**src/rtl/asld_pkg.sv**
```systemverilog
package asld_pkg;

    // Defaults for the top-level parameters.
    localparam int VALUE_WIDTH_DEF        = 16;
    localparam int TIME_FRACTION_BITS_DEF = 16;

    // Fixed register widths.
    localparam int RATE_W      = 16;
    localparam int DEAD_BAND_W = 15;

    // Configuration port.
    localparam int CFG_ADDR_W = 2;
    localparam int CFG_DATA_W = RATE_W;

    localparam logic [CFG_ADDR_W-1:0] CFG_ACCEL_RATE = 2'd0;
    localparam logic [CFG_ADDR_W-1:0] CFG_DECEL_RATE = 2'd1;
    localparam logic [CFG_ADDR_W-1:0] CFG_DEAD_BAND  = 2'd2;

    // Word kinds carried on s_tuser.
    localparam logic MODE_STEP = 1'b0;
    localparam logic MODE_LOAD = 1'b1;

    typedef struct packed {
        logic [RATE_W-1:0]      accel_rate;
        logic [RATE_W-1:0]      decel_rate;
        logic [DEAD_BAND_W-1:0] dead_band;
    } cfg_t;

endpackage

```
**src/rtl/asld_step.sv**
```systemverilog
module asld_step #(
    parameter int VALUE_WIDTH        = asld_pkg::VALUE_WIDTH_DEF,
    parameter int TIME_FRACTION_BITS = asld_pkg::TIME_FRACTION_BITS_DEF
) (
    input  asld_pkg::cfg_t                 cfg,
    input  logic                           mode,
    input  logic signed [VALUE_WIDTH-1:0]  target,
    input  logic [TIME_FRACTION_BITS-1:0]  time_step,
    input  logic signed [VALUE_WIDTH-1:0]  cur_value,
    output logic signed [VALUE_WIDTH-1:0]  next_value
);
    import asld_pkg::*;

    // Internal width holds magnitudes, differences and the 16-bit step with room for sign.
    localparam int EW     = ((VALUE_WIDTH > RATE_W) ? VALUE_WIDTH : RATE_W) + 2;
    localparam int PROD_W = RATE_W + TIME_FRACTION_BITS;
    localparam logic signed [EW-1:0] VAL_MAX =
        EW'((longint'(1) << (VALUE_WIDTH - 1)) - longint'(1));

    function automatic logic signed [EW-1:0] abs_e(input logic signed [EW-1:0] x);
        return (x < 0) ? -x : x;
    endfunction

    logic signed [EW-1:0] tgt_e;
    logic signed [EW-1:0] cur_e;
    logic signed [EW-1:0] db_raw;
    logic signed [EW-1:0] db_e;
    logic signed [EW-1:0] tgt_mag;
    logic signed [EW-1:0] cur_mag;
    logic signed [EW-1:0] edge_e;
    logic signed [EW-1:0] start_e;
    logic signed [EW-1:0] diff_e;
    logic signed [EW-1:0] step_e;
    logic signed [EW-1:0] moved_e;
    logic                 cur_in;
    logic                 tgt_in;
    logic [RATE_W-1:0]    rate;
    logic [PROD_W-1:0]    product;
    logic [RATE_W-1:0]    step;

    always_comb begin
        tgt_e   = EW'(target);
        cur_e   = EW'(cur_value);
        db_raw  = $signed({{(EW-DEAD_BAND_W){1'b0}}, cfg.dead_band});
        db_e    = (db_raw > VAL_MAX) ? VAL_MAX : db_raw;
        tgt_mag = abs_e(tgt_e);
        cur_mag = abs_e(cur_e);
        cur_in  = (cur_mag <= db_e);
        tgt_in  = (tgt_mag <= db_e);

        // Leaving the deadzone starts from its edge on the target's side.
        edge_e  = (tgt_e > 0) ? db_e : -db_e;
        start_e = cur_in ? edge_e : cur_e;

        rate    = (tgt_mag > abs_e(start_e)) ? cfg.accel_rate : cfg.decel_rate;
        product = PROD_W'(rate) * PROD_W'(time_step);
        // The shifted product never exceeds 16 bits, so the 65535 ceiling holds by width.
        step    = product[PROD_W-1:TIME_FRACTION_BITS];
        step_e  = $signed({{(EW-RATE_W){1'b0}}, step});

        diff_e  = tgt_e - start_e;
        moved_e = (diff_e > 0) ? (start_e + step_e) : (start_e - step_e);

        if (mode == MODE_LOAD) begin
            next_value = target;
        end else if (cur_in && tgt_in) begin
            next_value = target;
        end else if (abs_e(diff_e) <= step_e) begin
            next_value = target;
        end else begin
            next_value = moved_e[VALUE_WIDTH-1:0];
        end
    end

endmodule

```
**src/rtl/asymmetric_slew_limiter_deadzone.sv**
```systemverilog
// A word accepted into the input register has its result in value_reg, shown on m_tdata
// with m_tvalid high, once the output register is free to take it.
// Throughput: one word per cycle unless m_tready stalls; the rate-select, multiply and add
// path is combinational on the held output register; words wait only on back-pressure.
// Reset (aresetn low, sync): both stages empty, value, cfg and output zero; input data kept.
module asymmetric_slew_limiter_deadzone #(
    parameter int VALUE_WIDTH        = asld_pkg::VALUE_WIDTH_DEF,
    parameter int TIME_FRACTION_BITS = asld_pkg::TIME_FRACTION_BITS_DEF
) (
    input  logic                                                  aclk,
    input  logic                                                  aresetn,
    input  logic                                                  cfg_wr_en,
    input  logic [asld_pkg::CFG_ADDR_W-1:0]                       cfg_addr,
    input  logic [asld_pkg::CFG_DATA_W-1:0]                       cfg_wdata,
    input  logic                                                  s_tvalid,
    output logic                                                  s_tready,
    // s_tdata: target, then time_step, zero padding to whole bytes
    input  logic [((VALUE_WIDTH+TIME_FRACTION_BITS+7)/8)*8-1:0]   s_tdata,
    // s_tuser: mode
    input  logic                                                  s_tuser,
    output logic                                                  m_tvalid,
    input  logic                                                  m_tready,
    // m_tdata: value, zero padding to whole bytes
    output logic [((VALUE_WIDTH+7)/8)*8-1:0]                      m_tdata
);
    import asld_pkg::*;

    localparam int M_TDATA_W = ((VALUE_WIDTH + 7) / 8) * 8;

    cfg_t                           cfg_reg;
    logic                           in_valid_reg;
    logic                           in_mode_reg;
    logic signed [VALUE_WIDTH-1:0]  in_target_reg;
    logic [TIME_FRACTION_BITS-1:0]  in_tstep_reg;
    logic                           out_valid_reg;
    // Holds both the limiter state and the result word shown on m_tdata.
    logic signed [VALUE_WIDTH-1:0]  value_reg;

    logic                           in_valid_next;
    logic                           out_valid_next;
    logic signed [VALUE_WIDTH-1:0]  value_next;
    logic signed [VALUE_WIDTH-1:0]  step_value;
    logic                           out_free;
    logic                           advance;
    logic                           s_accept;

    asld_step #(
        .VALUE_WIDTH        (VALUE_WIDTH),
        .TIME_FRACTION_BITS (TIME_FRACTION_BITS)
    ) u_step (
        .cfg        (cfg_reg),
        .mode       (in_mode_reg),
        .target     (in_target_reg),
        .time_step  (in_tstep_reg),
        .cur_value  (value_reg),
        .next_value (step_value)
    );

    always_comb begin
        out_free = !out_valid_reg || m_tready;
        advance  = in_valid_reg && out_free;
        s_tready = !in_valid_reg || out_free;
        s_accept = s_tvalid && s_tready;

        in_valid_next  = s_accept || (in_valid_reg && !out_free);
        out_valid_next = advance || (out_valid_reg && !m_tready);
        value_next     = advance ? step_value : value_reg;

        m_tvalid = out_valid_reg;
        m_tdata  = M_TDATA_W'($unsigned(value_reg));
    end

    always_ff @(posedge aclk) begin
        if (!aresetn) begin
            in_valid_reg  <= 1'b0;
            out_valid_reg <= 1'b0;
            value_reg     <= '0;
            cfg_reg       <= '0;
        end else begin
            in_valid_reg  <= in_valid_next;
            out_valid_reg <= out_valid_next;
            value_reg     <= value_next;
            if (cfg_wr_en) begin
                case (cfg_addr)
                    CFG_ACCEL_RATE: begin
                        cfg_reg.accel_rate <= cfg_wdata[RATE_W-1:0];
                    end
                    CFG_DECEL_RATE: begin
                        cfg_reg.decel_rate <= cfg_wdata[RATE_W-1:0];
                    end
                    CFG_DEAD_BAND: begin
                        cfg_reg.dead_band <= cfg_wdata[DEAD_BAND_W-1:0];
                    end
                    default: begin
                    end
                endcase
            end
        end
    end

    always_ff @(posedge aclk) begin
        if (s_accept) begin
            in_mode_reg   <= s_tuser;
            in_target_reg <= s_tdata[VALUE_WIDTH-1:0];
            in_tstep_reg  <= s_tdata[VALUE_WIDTH+TIME_FRACTION_BITS-1:VALUE_WIDTH];
        end
    end

endmodule
```
**config.mk**
```make
export PLATFORM = sky130hd
export DESIGN_NAME = asymmetric_slew_limiter_deadzone
export DESIGN_NICKNAME = d
export VERILOG_FILES = /design/src/rtl/asld_pkg.sv /design/src/rtl/asld_step.sv /design/src/rtl/asymmetric_slew_limiter_deadzone.sv
export SDC_FILE = /design/constraint.sdc
export NUM_CORES = 1
export LEC_CHECK = 0
export BUFFER_PORTS_ARGS = -buffer_cell sky130_fd_sc_hd__buf_2
export CORE_MARGIN = 8
export CORE_UTILIZATION = 65
export CTS_CLUSTER_SIZE = 28
export DETAILED_ROUTE_END_ITERATION = 10
export PLACE_DENSITY_LB_ADDON = 0.12
export SLEW_MARGIN = 20
export SYNTH_ARGS = -nofsm -noshare
export SYNTH_HDL_FRONTEND = slang
export SYNTH_SLANG_ARGS = --single-unit
```
**constraint.sdc**
```tcl
create_clock -name aclk -period 28 [get_ports aclk]
set_input_delay 5.6 -clock aclk [delete_from_list [all_inputs] [get_ports aclk]]
set_output_delay 5.6 -clock aclk [all_outputs]
set_load 0.01 [all_outputs]
```
# Word-level counts from Yosys, hierarchy flattened
# Cells that the tools add are included.
# totals
wordCells,58
inputBits,56
output_inout_bits,18
regBits,98
# op_classes
order_cmp,10
n_eq_ne,2
mul,1
n_addsub,8
mux,11
reduce_logical,17
# op_table
operator,count
$mux W18,6
$mux W16,5
$le A18 B16 Y1,2
$lt A18 B1 Y1 const B,2
$neg A16 Y18,2
$neg A18 Y18,2
$lt A16 B1 Y1 const B,2
$mul A16 B16 Y32,1
$gt A18 B1 Y1 const B,1
$gt A18 B18 Y1,1
$le A18 B17 Y1,1
$neg A15 Y18,1
$sub A16 B18 Y18,1
$add A16 B16 Y16,1
$gt A16 B1 Y1 const B,1
$sub A16 B16 Y16,1
$reduce_and A2 Y1,3
$logic_and A1 B1 Y1,5
$logic_not A1 Y1,4
$logic_or A1 B1 Y1,4
$eq A2 B1 Y1 const B,1
$eq A2 B2 Y1 const B,1
$logic_not A2 Y1,1

# Longest topological paths before layout
# logic_depth
depth_word,14
ltp_mapped,74
mapped_depth_nobuf,71

# Modules after synthesis
# From an unflattened synthesis, not the netlist that was laid out.
# hier_totals
hier_cells,2053
hier_area_um2,17440.5
# by_module_without_submodules
module,cells_each,seq_area_each_um2,instances,area_each_um2
asld_step,1764,0.0,1,14031.0
asymmetric_slew_limiter_deadzone,289,2292.2,1,3409.5

# Worst setup path before layout
# OpenSTA, ideal clock, no wires.
# synth_path
path_kind,register to register
startpoint,register value_reg[0] (netlist: m_tdata[0])
endpoint,register value_reg[15] (netlist: m_tdata[15])
setup_ns,0.070
stages_incl_launch_ff,68
period_less_slack_ns,15.380
setup_slack_ns,12.620
required_time_ns,27.930
n_path_buf,4
arrival_ns,15.309
path_cell_list,dfxtp_1 > nor3_1 > nand2_1 > or4_1 > o21ai_0 > xnor2_1 > ha_1 > nand4_1 > nor3_1 > nand2b_1 > a32o_1 > nor2_1 > clkbuf_1 > nor2_1 > a21oi_1 > inv_1 > ha_1 > and2_1 > [32 not listed] > ha_1 > mux2i_1 > ha_1 > nor2b_1 > o21ai_0 > a21boi_0 > o21ai_0 > a21boi_0 > o21ai_0 > a21boi_0 > o21ai_0 > nand2_1 > a31oi_1 > o21ai_0 > or4b_1 > o211ai_1 > mux2_2 > a21oi_1
# synth_between
elab_chain_len,14
word_cells_on_any_way,24
cone_classes,add/sub: 6; mul: 1; order compare: 7; mux: 9; reduce/logical: 1
# synth_rtl
item,line,text
start: declaration,asymmetric_slew_limiter_deadzone.sv:37,logic signed [VALUE_WIDTH-1:0] value_reg;
start signal: assignment,asymmetric_slew_limiter_deadzone.sv:82,value_reg <= value_next;
$neg A16 Y18 / $lt A16 B1 Y1 (equally long branches),asld_step.sv:21,return (x < 0) ? -x : x;
$mux W18,asld_step.sv:21,
$le A18 B16 Y1,asld_step.sv:48,cur_in = (cur_mag <= db_e);
$mux W18,asld_step.sv:53,start_e = cur_in ? edge_e : cur_e;
$neg A18 Y18 / $lt A18 B1 Y1 (equally long branches),asld_step.sv:21,
$mux W18,asld_step.sv:21,
$gt A18 B18 Y1,asld_step.sv:55,rate = (tgt_mag > abs_e(start_e)) ? cfg.accel_rate : cfg.decel_rate;
$mux W16,asld_step.sv:55,
$mul A16 B16 Y32,asld_step.sv:56,product = PROD_W'(rate) * PROD_W'(time_step);
$sub A16 B16 Y16 / $add A16 B16 Y16 (equally long branches),asld_step.sv:62,moved_e = (diff_e > 0) ? (start_e + step_e) : (start_e - step_e);
$mux W16,asld_step.sv:62,
$mux W16,asld_step.sv:68,end else if (abs_e(diff_e) <= step_e) begin
$mux W16 (*),asld_step.sv:66,end else if (cur_in && tgt_in) begin
$mux W16 (*),asld_step.sv:64,if (mode == MODE_LOAD) begin
# Mark *: on every way between the ends. The rest lies on a longest branch, timed or not.
# A chain may end at the register's enable or synchronous reset.

# Worst setup path in the final report
# Ends and elaborated chain as after synthesis.

==> results_dict.tcl <==
set metrics [dict create \
    first_pass_iters 6 \
    rsz0062_at_grt "no" \
    drt-total-wl_um 52500 \
    period_minus_slack_ns 17.14 \
    dp_hpwl_um 42300 \
    finClkSkew_ns 0.0192 \
    period_share_pct 61.2 \
    largest_reg_flops 47 \
    tightestPinTransition_ns 1.07 \
    async_flop_share_pct 0 \
    crit_top_cell "inv_1" \
    port_buffers 73 \
    critical_path.max_fanout 16 \
    yosys_register_bits 98 \
    min_from "cfg_reg[41]" \
    cts-resized-gates 0 \
    root_buffer "clkbuf_16" \
    tns_ns 0 \
    endpoint_kind "register" \
    slew_headroom_pct 28.0 \
    max_cap_violations 0 \
    drc 0 \
    critical-path-slowest-cell "a21oi_1" \
    holdBufCountCts 0 \
    grt_max_degree 54 \
    htree_levels 3 \
    cp_data_arrival_time_ns 17.42 \
    cts.sinks 98 \
    num_rows 60 \
    avgRoutedWirePerCell_um 21.0 \
    syn_avg_cell_area_um2 8.37 \
    vias 15400 \
    syn2layout_area_growth_pct 4.80 \
    setup_viol 0 \
    layout.nets 2602 \
    pin_count 74 \
    grt_overflow 0 \
    drt_iter0_markers 1243 \
    antenna_left 0 \
    final_cell_mix "nand2_1, inv_1, ha_1, fa_1, a21oi_1" \
    insertion_delay_ns 0.38 \
    crit_start "m_tdata[0]" \
    synth.distinct_cells 111 \
    crit_type "register to register" \
    initial_core_util_pct 66.3 \
    timing.critical_path.buf_inv 8 \
    cts_made_buffers 9 \
    yosysWarnings 0 \
    hold_path_class "register to register" \
    grt_first_pass_wirelength_um 85400 \
    final_max_slew_viol_count 0 \
    dieArea_um2 33000 \
    path_delay_family "compound AO/OA/AOI/OAI gates" \
    fmax_mhz 58.4 \
    antenna_found_initial 1 \
    grt_usage_pct 32.5 \
    ys_seq_area_share_pct 12.8 \
    synthesis.area_um2 17900 \
    outcome "completed" \
    die_w_um 182 \
    clkTransAtPathRegs_ns 0.08 \
    cpPeakStageDelay_ns 0.71 \
    cts_setup_buffers 0 \
    core-area_um2 27000 \
    synth-edff-count 33 \
    syn_inst 2135 \
    die_h_um 182 \
    tritoncts "built" \
    grt_pass1_vias 16100 \
    final_common_cell "nand2_1" \
    cp_data_required_time_ns 28.28 \
    nFillCells 2203 \
    cp-start-kind "register" \
    cts.path.max_buffers 2 \
    drive_gt1_share_pct 8.48 \
    avgViaCountPerCell 6.16 \
    yosys_most_used_dff "dfxtp_1" \
    r2r_start "m_tdata[0]" \
    finalHoldViolCount 0 \
    gp_congestion 0.981 \
]
## final cells by class
class	count	area, um^2	area share [%]
diodes	1	2.50	0.0134
clock buffers	9	225	1.20
clock inverters	7	81.3	0.434
inverters	308	1160	6.17
multi-input cells	1654	14100	75.4
flip-flops and latches	98	2290	12.2
well taps	341	427	2.28
repair buffers	81	425	2.27
## cell usage after synthesis (20+ instances only)
cell type,number,area share (%)
nand3_1,42,1.2
xor2_1,24,1.2
nor3_1,27,0.76
ha_1,199,14
a21oi_1,139,3.9
edfxtp_1,33,5.5
nor2_1,73,1.5
dfxtp_1,65,7.3
nand4_1,24,0.84
inv_1,306,6.4
a21o_1,34,1.4
o21ai_0,61,1.7
fa_1,195,22
clkbuf_1,69,1.4
xnor2_1,93,4.6
nand2_1,310,6.5
and2_1,126,4.4
a31oi_1,20,0.70
## worst register-to-register path: cells and delay by family (launching register included)
| family | cells | cell delay [ns] |
|---|---|---|
| AO/OA/AOI/OAI | 21 | 5.57 |
| XOR/XNOR | 2 | 0.29 |
| adder cells (fa/ha/maj) | 12 | 4.94 |
| buffers and inverters | 8 | 1.02 |
| flip-flops | 1 | 0.37 |
| multiplexers | 3 | 1.00 |
| AND/OR/NAND/NOR | 19 | 3.86 |
## cells by family (layout without fill, tap and decap cells)
group	after synthesis	after routing	synth area share [%]
muxes	33	33	1.97
buffers and inverters	384	405	8.20
DFF	98	98	12.8
adders and majority gates	395	395	35.8
and+or+nand+nor	708	708	19.7
other	2	4	0.0420
AOI/OAI and AO/OA	393	393	15.1
xor gates and xnor gates	122	122	6.26
## layer usage
metal,up-vias,routed length (um),GRT usage (%)
met5,-,0,0
met4,0,2610,16.5
met3,161,3300,4.93
met2,626,25700,56.8
met1,7465,20900,38.3
li1,7148,-,-
## stage by stage
step           cell area (um^2)  cells  hold WS (ns)  utilization (%)  setup WS (ns)
3_5_place_dp              18400   2482         0.444             68.3          11.23
5_1_grt                   18700   2499         0.474             69.5           9.59
2_1_floorplan             17900   2136         0.433                -          12.62
6_report                  18700   2499         0.457             69.5          10.86
4_1_cts                   18700   2498         0.456             69.5          11.16
3_3_place_gp              18400   2482         0.440             68.3          11.70
## path summary, 6_finish.rpt
check                endpoint  slack [ns]  depth (start not counted)
hold reg to reg   cfg_reg[41]        0.46                          2
setup reg to reg  m_tdata[15]       10.86                         65
hold / removal    cfg_reg[41]        0.46                          2
setup / recovery  m_tdata[15]       10.86                         65
Power is not shown: default switching activity piles up to over one toggle a cycle in this logic, so the estimate is an artifact.
